### config.mk
export PLATFORM = sky130hd
export DESIGN_NAME = bounded_substring_search
export DESIGN_NICKNAME = d
export VERILOG_FILES = /design/src/rtl/bss_pkg.sv /design/src/rtl/bss_cell.sv /design/src/rtl/bounded_substring_search.sv
export SDC_FILE = /design/constraint.sdc
export NUM_CORES = 1
export LEC_CHECK = 0
export BUFFER_PORTS_ARGS = -buffer_cell sky130_fd_sc_hd__buf_2
export CELL_PAD_IN_SITES_DETAIL_PLACEMENT = 1
export CELL_PAD_IN_SITES_GLOBAL_PLACEMENT = 2
export CORE_MARGIN = 2
export CORE_UTILIZATION = 39
export CTS_BUF_LIST = sky130_fd_sc_hd__clkbuf_4
export CTS_CLUSTER_SIZE = 16
export DETAILED_ROUTE_END_ITERATION = 6
export PLACE_DENSITY = 0.95
export SYNTH_ARGS = -nofsm -noshare
export SYNTH_HDL_FRONTEND = slang
export SYNTH_SLANG_ARGS = --single-unit
### constraint.sdc
create_clock -name clk_i -period 7.1 [get_ports clk_i]
set_input_delay 0.71 -clock clk_i [delete_from_list [all_inputs] [get_ports clk_i]]
set_output_delay 0.71 -clock clk_i [all_outputs]
set_load 0.1 [all_outputs]
### src/rtl/bss_pkg.sv
// shared types and constants of the bounded substring search
`timescale 1ns / 1ps
`default_nettype none

package bss_pkg;

  localparam int unsigned QUERY_W  = 64;  // query register width
  localparam int unsigned LEN_W    = 4;   // query length register width
  localparam int unsigned LIMIT_W  = 16;  // search limit register width
  localparam int unsigned INDEX_W  = 16;  // match index width
  localparam int unsigned BYTE_SEL = 3;   // selects one of the eight query bytes
  localparam int unsigned ADDR_W   = 5;   // registers sit at 8-byte steps

  typedef enum logic [1:0] {
    REG_QUERY_BYTES  = 2'd0,
    REG_QUERY_LENGTH = 2'd1,
    REG_SEARCH_LIMIT = 2'd2
  } reg_idx_e;

  // what a window cell hands on and reports
  typedef struct packed {
    logic [7:0] data;  // byte held in this cell
    logic       hit;   // cell agrees with its query byte, or is outside the query
  } bss_cell_out_t;

endpackage

`default_nettype wire

### src/rtl/bss_cell.sv
// one window cell: holds a byte, passes it on, compares the incoming byte
`timescale 1ns / 1ps
`default_nettype none

module bss_cell
  import bss_pkg::*;
#(
  parameter int unsigned IDX = 0
) (
  input  wire logic               clk_i,
  input  wire logic               rst_ni,
  input  wire logic               shift_i,
  input  wire logic               clear_i,
  input  wire logic [7:0]         data_i,
  input  wire logic [QUERY_W-1:0] query_bytes_i,
  input  wire logic [LEN_W-1:0]   len_i,
  output bss_cell_out_t           out_o
);

  logic [7:0]       data_q, data_d;
  logic [LEN_W-1:0] sel;
  logic [7:0]       qbyte;
  logic             in_query;

  // byte that enters this cell on a shift
  assign data_d   = clear_i ? 8'd0 : data_i;

  // newest byte pairs with the last query byte
  assign in_query = LEN_W'(IDX) < len_i;
  assign sel      = len_i - LEN_W'(1) - LEN_W'(IDX);
  assign qbyte    = query_bytes_i[{sel[BYTE_SEL-1:0], 3'b000} +: 8];

  always_ff @(posedge clk_i or negedge rst_ni) begin
    if (!rst_ni) begin
      data_q <= 8'd0;
    end else if (shift_i) begin
      data_q <= data_d;
    end
  end

  assign out_o.data = data_q;
  assign out_o.hit  = !in_query || (data_d == qbyte);

endmodule

`default_nettype wire

### src/rtl/bounded_substring_search.sv
// top level of the bounded substring search with its register port
`timescale 1ns / 1ps
`default_nettype none

// Searches a byte stream for a configured query of up to QUERY_MAX bytes and reports the
// first match that ends within the first search_limit bytes of a string. One byte is taken
// per transfer and a new byte can be taken every cycle unless an unread result stalls input:
// the window is a row of QUERY_MAX cells that shift on each byte and compare in parallel,
// and a byte's result, if any, is registered for the next cycle. string_start marks the
// first byte of a string and drops any search in progress. Each string gives one result:
// found with the start index, or not found on a zero byte, on the last window that fits the
// limit, on a query longer than the limit, or when the position counter runs out. An empty
// query is found at index 0 on a nonzero first byte. Bytes after a result are dropped until
// the next start. Registers sit at byte addresses 0 (query bytes, first byte lowest), 8
// (query length, above QUERY_MAX acts as QUERY_MAX) and 16 (search limit); write them only
// while no string is in flight.
module bounded_substring_search
  import bss_pkg::*;
#(
  parameter int unsigned QUERY_MAX     = 8,
  parameter int unsigned POSITION_BITS = 16
) (
  input  wire logic               clk_i,
  input  wire logic               rst_ni,
  // byte stream
  input  wire logic               in_valid_i,
  output logic                    in_ready_o,
  input  wire logic [7:0]         char_byte_i,
  input  wire logic               string_start_i,
  // results
  output logic                    out_valid_o,
  input  wire logic               out_ready_i,
  output logic                    found_o,
  output logic [INDEX_W-1:0]      match_index_o,
  // register port
  input  wire logic               psel,
  input  wire logic               penable,
  input  wire logic               pwrite,
  input  wire logic [ADDR_W-1:0]  paddr,
  input  wire logic [QUERY_W-1:0] pwdata,
  output logic [QUERY_W-1:0]      prdata,
  output logic                    pready
);

  // wide enough for position plus one and for the limit
  localparam int unsigned CMP_W = (POSITION_BITS + 1 > LIMIT_W + 1) ?
                                  POSITION_BITS + 1 : LIMIT_W + 1;

  // ---------------- registers ----------------
  logic [QUERY_W-1:0] query_bytes_q;
  logic [LEN_W-1:0]   query_length_q;
  logic [LIMIT_W-1:0] search_limit_q;
  reg_idx_e           reg_idx;
  logic               wr_en;

  assign pready  = 1'b1;
  assign reg_idx = reg_idx_e'(paddr[ADDR_W-1:3]);
  assign wr_en   = psel && penable && pwrite;

  always_ff @(posedge clk_i or negedge rst_ni) begin
    if (!rst_ni) begin
      query_bytes_q  <= '0;
      query_length_q <= '0;
      search_limit_q <= '0;
    end else if (wr_en) begin
      unique case (reg_idx)
        REG_QUERY_BYTES:  query_bytes_q  <= pwdata;
        REG_QUERY_LENGTH: query_length_q <= pwdata[LEN_W-1:0];
        REG_SEARCH_LIMIT: search_limit_q <= pwdata[LIMIT_W-1:0];
        default: ;  // addresses past the list are ignored
      endcase
    end
  end

  always_comb begin
    unique case (reg_idx)
      REG_QUERY_BYTES:  prdata = query_bytes_q;
      REG_QUERY_LENGTH: prdata = QUERY_W'(query_length_q);
      REG_SEARCH_LIMIT: prdata = QUERY_W'(search_limit_q);
      default:          prdata = '0;
    endcase
  end

  // ---------------- search state ----------------
  logic [POSITION_BITS-1:0] pos_q;
  logic                     done_q;
  logic                     out_valid_q;
  logic                     found_q;
  logic [INDEX_W-1:0]       index_q;

  logic                     in_fire;
  logic                     active;
  logic [POSITION_BITS-1:0] pos_cur;
  logic [LEN_W-1:0]         len_eff;
  logic [CMP_W-1:0]         pos_inc;
  logic [CMP_W-1:0]         len_ext;
  logic [CMP_W-1:0]         limit_ext;
  logic [CMP_W-1:0]         start_idx;
  logic                     early_miss;
  logic                     empty_hit;
  logic                     shift;
  logic                     window_hit;
  logic                     end_miss;
  logic                     result;
  logic                     res_found;
  logic [INDEX_W-1:0]       res_index;
  logic [QUERY_MAX-1:0]     hit_vec;

  // output register parts the two sides; a waiting result blocks input only until it is taken
  assign in_ready_o = !out_valid_q || out_ready_i;
  assign in_fire    = in_valid_i && in_ready_o;

  // a start reopens the search from position zero
  assign active  = string_start_i || !done_q;
  assign pos_cur = string_start_i ? '0 : pos_q;

  assign len_eff   = (query_length_q > LEN_W'(QUERY_MAX)) ? LEN_W'(QUERY_MAX)
                                                          : query_length_q;
  assign pos_inc   = CMP_W'(pos_cur) + CMP_W'(1);
  assign len_ext   = CMP_W'(len_eff);
  assign limit_ext = CMP_W'(search_limit_q);
  assign start_idx = pos_inc - len_ext;

  // terminator or a query that cannot fit the limit
  assign early_miss = (char_byte_i == 8'd0) || (len_ext > limit_ext);
  assign empty_hit  = !early_miss && (len_eff == '0);
  assign shift      = in_fire && active && !early_miss && !empty_hit;

  // ---------------- window cells ----------------
  for (genvar j = 0; j < QUERY_MAX; j++) begin : g_cell
    bss_cell_out_t cell_out;
    logic [7:0]    link;
    logic          clr;

    if (j == 0) begin : g_head
      assign link = char_byte_i;
      assign clr  = 1'b0;
    end else begin : g_tail
      assign link = g_cell[j-1].cell_out.data;
      assign clr  = string_start_i;  // older slots empty on a new string
    end

    bss_cell #(
      .IDX (j)
    ) u_cell (
      .clk_i         (clk_i),
      .rst_ni        (rst_ni),
      .shift_i       (shift),
      .clear_i       (clr),
      .data_i        (link),
      .query_bytes_i (query_bytes_q),
      .len_i         (len_eff),
      .out_o         (cell_out)
    );

    assign hit_vec[j] = cell_out.hit;
  end

  // window holds a full query only once enough bytes have arrived
  assign window_hit = (pos_inc >= len_ext) && (&hit_vec);
  assign end_miss   = (pos_inc >= limit_ext) || (&pos_cur);

  always_comb begin
    result    = 1'b0;
    res_found = 1'b0;
    res_index = '0;
    if (active) begin
      if (early_miss) begin
        result = 1'b1;
      end else if (empty_hit) begin
        result    = 1'b1;
        res_found = 1'b1;
      end else if (window_hit) begin
        result    = 1'b1;
        res_found = 1'b1;
        res_index = start_idx[INDEX_W-1:0];
      end else if (end_miss) begin
        result = 1'b1;
      end
    end
  end

  always_ff @(posedge clk_i or negedge rst_ni) begin
    if (!rst_ni) begin
      done_q <= 1'b1;  // wait for a string start
      pos_q  <= '0;
    end else if (in_fire && active) begin
      done_q <= result;
      if (!result) begin
        pos_q <= pos_inc[POSITION_BITS-1:0];
      end
    end
  end

  // ---------------- result register ----------------
  always_ff @(posedge clk_i or negedge rst_ni) begin
    if (!rst_ni) begin
      out_valid_q <= 1'b0;
    end else if (in_fire && result) begin
      out_valid_q <= 1'b1;
    end else if (out_ready_i) begin
      out_valid_q <= 1'b0;
    end
  end

  always_ff @(posedge clk_i) begin
    if (in_fire && result) begin
      found_q <= res_found;
      index_q <= res_index;
    end
  end

  assign out_valid_o   = out_valid_q;
  assign found_o       = found_q;
  assign match_index_o = index_q;

  // ---------------- checks ----------------
  // a miss always carries index zero
  a_miss_index_zero : assert property (@(posedge clk_i) disable iff (!rst_ni)
    out_valid_o && !found_o |-> match_index_o == '0)
    else $error("not-found result with nonzero index");

  // a result closes the search
  a_result_closes : assert property (@(posedge clk_i) disable iff (!rst_ni)
    in_fire && result |=> done_q && out_valid_q)
    else $error("search still open after a result");

  // bytes after a result and before a start leave the search closed and give nothing
  a_closed_stays : assert property (@(posedge clk_i) disable iff (!rst_ni)
    in_fire && done_q && !string_start_i |-> !result && !shift)
    else $error("closed search produced activity");

  // the position counter never wraps while a search stays open
  a_pos_no_wrap : assert property (@(posedge clk_i) disable iff (!rst_ni)
    in_fire && active && !result |=> pos_q != '0)
    else $error("position counter wrapped");

endmodule

`default_nettype wire
== Yosys cells after proc, flatten, opt, wreduce, memory -nomap -nowiden ==
Index checks and enable logic that the tools add are counted.

* Logic and storage cells: 122
* Register bits after elaboration: 175
* Bits of input ports: 85

* Multiplexer cells: 19
* Shift-type cells: 8
* Reductions and logical operators: 45
* Add/subtract/negate cells: 10
* Bitwise gates (word level): 3
* $lt $le $gt $ge: 12
* Equal/unequal tests: 10

{| class="wikitable"
|+ Operators by type and width
! kind !! number
|-
| $shiftx 64x7->8 || 8
|-
| $pmux 64 s3 || 1
|-
| $eq 8x8->1 || 8
|-
| $mux 8 || 7
|-
| $add 16x1->17 const B || 1
|-
| $ge 17x16->1 || 1
|-
| $ge 17x4->1 || 1
|-
| $gt 4x16->1 || 1
|-
| $lt 3x4->1 const A || 4
|-
| $mux 16 || 1
|-
| $reduce_and 16->1 || 1
|-
| $sub 16x4->16 || 1
|-
| $logic_not 1->1 || 12
|-
| $logic_or 1x1->1 || 12
|-
| $sub 3x3->3 const B || 4
|-
| $logic_and 1x1->1 || 9
|-
| $mux 1 || 9
|-
| $logic_not 8->1 || 1
|-
| $lt 1x4->1 const A || 2
|-
| $lt 2x4->1 const A || 2
|-
| $reduce_and 2->1 || 4
|-
| $reduce_and 8->1 || 1
|-
| $sub 3x1->3 const B || 2
|-
| $sub 3x2->3 const B || 2
|-
| 10 further kinds || 12
|}

== Depth between registers and ports, before layout ==
* Depth after elaboration: 15
* Gate-level depth with buffers: 22
* Depth with buffers taken out: 16

== Cells and area by module ==
A second synthesis with hierarchy kept.

* Cells, all modules: 1,442
* Area, all modules: 15,506.1 um^2

{| class="wikitable"
|+ Modules (own cells, without submodules)
! module !! area each (um^2) !! times used !! cells an instance
|-
| bounded_substring_search || 6,593.8 || 1 || 602
|-
| bss_cell at g_cell[4].u_cell || 1,275.0 || 1 || 127
|-
| bss_cell at g_cell[0].u_cell || 1,272.5 || 1 || 139
|-
| bss_cell at g_cell[2].u_cell || 1,202.4 || 1 || 120
|-
| bss_cell at g_cell[6].u_cell || 1,169.9 || 1 || 111
|-
| bss_cell at g_cell[5].u_cell || 1,018.5 || 1 || 91
|-
| bss_cell at g_cell[1].u_cell || 1,001.0 || 1 || 89
|-
| bss_cell at g_cell[3].u_cell || 988.4 || 1 || 87
|-
| bss_cell at g_cell[7].u_cell || 984.7 || 1 || 76
|}

== Least setup slack after synthesis ==
No wires, ideal clock.

* Path type: input to register
* From: in string_start_i
* To: reg found_q (netlist: found_o) (enable)
* Path slack: 1,634 ps
* Data arrival time: 5,075 ps
* Stages: 18
* Setup time: 391 ps
* Required time: 6,709 ps
* Cells stage by stage: clkbuf_1 -> clkbuf_1 -> buf_1 -> clkbuf_1 -> buf_1 -> nor2_1 -> ha_1 -> nand2b_1 -> nor2_1 -> xnor2_1 -> a31o_2 -> nor4bb_1 -> or4b_2 -> o41ai_1 -> or4_1 -> a2111o_1 -> and2_1 -> nor2_1

* Longest elaborated chain between the ends: 10
* Elaborated cells between the ends (all ways): 36
* Classes of those cells: add/sub (1); order compare (2); eq/ne (7); mux (13); reduce/logical (13)

{| class="wikitable"
|+ Ends and longest elaborated chain
! element !! RTL line !! RTL
|-
| from (decl) || bounded_substring_search.sv:29 || <nowiki>input wire logic string_start_i,</nowiki>
|-
| $mux 16 / $mux 8 (equally long branches) || bounded_substring_search.sv:115, bss_cell.sv:26 ||
|-
| $add 16x1->17 / $eq 8x8->1 (equally long branches) || bounded_substring_search.sv:119, bss_cell.sv:42 ||
|-
| $ge 17x16->1 / $logic_or 1x1->1 (equally long branches) || bounded_substring_search.sv:161, bss_cell.sv:42 ||
|-
| $logic_or 1x1->1 / $reduce_and 8->1 (equally long branches) || bounded_substring_search.sv:161, bounded_substring_search.sv:160 ||
|-
| $mux 1 / $logic_and 1x1->1 (equally long branches) || bounded_substring_search.sv:177, bounded_substring_search.sv:160 ||
|-
| $mux 1 || bounded_substring_search.sv:173 || <nowiki>end else if (window_hit) begin</nowiki>
|-
| $mux 1 || bounded_substring_search.sv:170 || <nowiki>end else if (empty_hit) begin</nowiki>
|-
| $mux 1 || bounded_substring_search.sv:168 || <nowiki>if (early_miss) begin</nowiki>
|-
| $mux 1 (*) || bounded_substring_search.sv:167 || <nowiki>if (active) begin</nowiki>
|-
| $logic_and 1x1->1 (*) || bounded_substring_search.sv:207 || <nowiki>if (in_fire && result) begin</nowiki>
|-
| to (signal assigned) || bounded_substring_search.sv:208 || <nowiki>found_q <= res_found;</nowiki>
|-
| to (decl) || bounded_substring_search.sv:88 || <nowiki>logic found_q;</nowiki>
|}

Mark *: on every way between the ends. The rest lies on a longest branch, timed or not.
A chain may end at the register's enable or synchronous reset.

== Worst setup path after layout ==
* From: reg query_length_q[1]
* To: reg index_q[3] (netlist: match_index_o[3]) (data pin)

* Longest elaborated chain between the ends: 11
* Elaborated cells between the ends (all ways): 61
* Classes of those cells: add/sub (9); order compare (11); eq/ne (8); shift (8); mux (1); bitwise (1); reduce/logical (23)

{| class="wikitable"
|+ Ends and longest elaborated chain
! element !! RTL line !! RTL
|-
| from (decl) || bounded_substring_search.sv:51 || <nowiki>logic [LEN_W-1:0] query_length_q;</nowiki>
|-
| from (signal assigned) || bounded_substring_search.sv:68 || <nowiki>REG_QUERY_LENGTH: query_length_q <= pwdata[LEN_W-1:0];</nowiki>
|-
| $gt 4x4->1 || bounded_substring_search.sv:117 || <nowiki>assign len_eff = (query_length_q > LEN_W'(QUERY_MAX)) ? LEN_W'(QUERY_MAX)</nowiki>
|-
| $mux 4 (*) || bounded_substring_search.sv:117 ||
|-
| $sub 3x1->3 || bss_cell.sv:30 || <nowiki>assign sel = len_i - LEN_W'(1) - LEN_W'(IDX);</nowiki>
|-
| $sub 3x1->3, or another cell as far along || bss_cell.sv:30 ||
|-
| $shiftx 64x7->8 || bss_cell.sv:31 || <nowiki>assign qbyte = query_bytes_i[{sel[BYTE_SEL-1:0], 3'b000} +: 8];</nowiki>
|-
| $eq 8x8->1 || bss_cell.sv:42 || <nowiki>assign out_o.hit = !in_query || (data_d == qbyte);</nowiki>
|-
| $logic_or 1x1->1 || bss_cell.sv:42 ||
|-
| $reduce_and 8->1 || bounded_substring_search.sv:160 || <nowiki>assign window_hit = (pos_inc >= len_ext) && (&hit_vec);</nowiki>
|-
| $logic_and 1x1->1 || bounded_substring_search.sv:160 ||
|-
| $not 1->1 (no line) || - ||
|-
| $reduce_or 4->1 (no line) || - ||
|-
| to (signal assigned) || bounded_substring_search.sv:209 || <nowiki>index_q <= res_index;</nowiki>
|-
| to (decl) || bounded_substring_search.sv:89 || <nowiki>logic [INDEX_W-1:0] index_q;</nowiki>
|}

Marked as above.

==> reports/metrics.cfg <==
[status]
status=completed

[synth]
yosysTopAreaCell=dfrtp_1
ys.flop_type=dfrtp_1
yosys.cell_types.count=98
synth.most_common_cell=dfrtp_1
synth.cell_area_sq_um=14000
synthCells=1458
synth_edf_count=17
yosys_warnings=0
synth-async-reset-ratio_pct=90.3
yosys-top-cells-count=157 x dfrtp_1, 148 x nand2_1, 110 x mux2i_1
seq_area_frac_synth_pct=31.8
syn_area_per_cell_sq_um=9.62
synth_seq_cells=175
syn_nets=1570
synth.top_cell.area_share_pct=28.0
synth.area.top_cells=dfrtp_1 28%, mux2_2 8.0%, mux2i_1 7.8%, mux4_2 5.9%, nand2_1 4.0%

[global_route]
busiest_layer=met2
met2_usage_pct=42.0
antenna_found_initial=3
met3_usage_pct=4.33
grt_pass1_vias=12900
grt_pass1_wl_microns=77000
grtUsageMet1_pct=35.9
gr-total-overflow=0
grt_use_total_pct=26.4
grt_max_degree=99

[cts]
clock_latency_ns=0.67
post_cts_resized=0
cts.sinks=175
tritoncts=yes
clkTransAtPathRegs_ns=0.18
cts_max_level=4
clock_path_buffers=2
cts_setup_buffers=0
cts_hold_buf=0
cts_buffers=17
cts_root_buf=clkbuf_4

[job]
max_cap_viol_count=0

[pwr]
pwr_density_cell_nw_per_um2=364
power_frac_seq_pct=29.8
power_frac_clock_pct=11.2
pwr-share-comb_pct=59.0
sw_frac_of_total_pct=51.8
ir_drop_v=0.000190
p_sw_mw=2.90
p_int_mw=2.70
leakage_nw=6.64

[place]
dp_slack_ns=1.23
gp_congestion=0.968
io_buffers=164
dp_hpwl_microns=37300
post_dp_cell_area_sq_um=15100

[floorplanning]
pin_count=169
start_util_pct=39.5
dieArea_sq_um=37500
fp.dieW_microns=194
dieHeight_microns=194
rows=69
coreArea_sq_um=35500

[sta]
rsz0062_at_grt=no
slew_headroom_pct=17.8
worst_slack_ns=1.14
setup_viol=0
tns_ns=0
whs_ns=0.0789
finClkSkew_ns=0.0343
finalMaxSlewViolations=0
fin_crit_ns=5.96
hold_viol_final=0
tightest_slew_ns=1.23
fmax_mhz=168
fin_crit_sh_pct=83.9

[layout]
n_fill_cell=4095
syn_to_final_growth_pct=9.74
layout.nets=1672
multiInputGateArea_sq_um=8900
ff_latch_area_sq_um=4470
stdcell_area_sq_um=15400
fin_util_pct=43.4
drive_gt1_share_pct=25.9

[worst_setup_path]
crit_family=simple AND/OR/NAND/NOR gates
cpMaxStageDelayCell=ha_2
worstPathRequired_ns=7.61
worstPathMaxFanout=31
critical_path_class=flop to flop
cpPeakStageDelay_ns=0.93
worstSetupStartpointType=flop
path_buf_inv=1
crit_arrival_ns=6.47
endpoint_kind=flop
path_cells=nand2b_1, ha_2, buf_4, mux2i_1, mux4_2, nor4b_1, a31oi_1, o22a_1, or4_1, a2111o_1, or3_1, nor2_1

[routing]
wl_microns=49700
dr.pass1.iters=6
post-route-drc-count=0
drtIter0Drc=1331
viasPerCell=6.13
wl_per_cell_microns=24.4
ant_nets=0
vias=12500

[min_path]
hold_class=primary input to async pin

==> cell type report <==
cell class	instances	share of cell area, %
antenna	3	0.0488
clock buffer	18	0.878
clock inverter	14	0.975
inverter	32	0.813
multi-input combinational	1143	57.8
sequential	175	29.0
tap	461	3.75
timing repair buffer	191	6.69
==> power by group through the flow <==
stage | registers [mW] | clock network [mW] | logic [mW]
after floorplan | 1.51 | 0 | 2.47
after global placement | 1.65 | 0 | 3.15
after detailed placement | 1.67 | 0 | 3.24
after CTS | 1.66 | 0.639 | 3.26
after global routing | 1.70 | 0.671 | 3.53
final | 1.67 | 0.627 | 3.31
==> state kept, by name, indices dropped and copies added, names as in the netlist <==
name and count:
match_index_o 16, out_valid_o 1, pos_q 16, done_q 1, found_o 1, query_length_q 4
search_limit_q 16, g_cell.u_cell.data_q 56, query_bytes_q 64
==> kinds of logic (layout without fill, tap and decap cells) <==
family                   count (synthesis)  count (layout)  share of synthesized area (%)
AND/OR/NAND/NOR                        484             484                           18.3
AO/OA/AOI/OAI                          293             293                           14.0
multiplexers                           264             264                           23.4
flip-flops                             175             175                           31.8
buffers and inverters                  140             255                           4.83
XOR/XNOR                                74              74                           5.10
adder cells (fa/ha/maj)                 27              27                           2.46
other                                    1               4                         0.0267
==> stage by stage <==
step                cells  total power, mW
floorplan            1458             3.97
global placement     2002             4.80
detailed placement   2002             4.92
CTS                  2034             5.56
global route         2037             5.90
finish               2037             5.61
==> layer usage <==
layer | wire [microns] | up-vias
met2 | 23000 | 529
met3 | 3380 | 84
met1 | 21400 | 6304
li1 | - | 5577
met5 | 0 | -
met4 | 1880 | 0
==> cell usage in the layout (no fill, tap or decap), types with 26 or more instances in the layout <==
cell type	count
nor2b_1	28
mux2_2	100
o21ai_0	97
dfrtp_1	156
and2_1	48
nand3_1	26
xnor2_1	38
mux4_2	37
xor2_1	31
inv_1	28
buf_4	27
nor2_1	84
buf_2	163
mux2i_1	110
a21oi_1	33
nand2_1	148
==> worst paths after layout <==
kind,startpoint,endpoint,slack [ns],cells after the start
worst max-delay path,query_length_q[1],match_index_o[3],1.14,12
worst min-delay path,rst_ni,query_bytes_q[46],0.08,1
worst max register to register,query_length_q[1],match_index_o[3],1.14,12
worst min register to register,g_cell[5].u_cell.data_q[4],g_cell[5].u_cell.data_q[4],0.50,2
max in group asynchronous,rst_ni,query_length_q[0],5.48,2
min in group clk_i,pwdata[50],query_bytes_q[50],0.26,2
(Power assumes the default switching activity.)
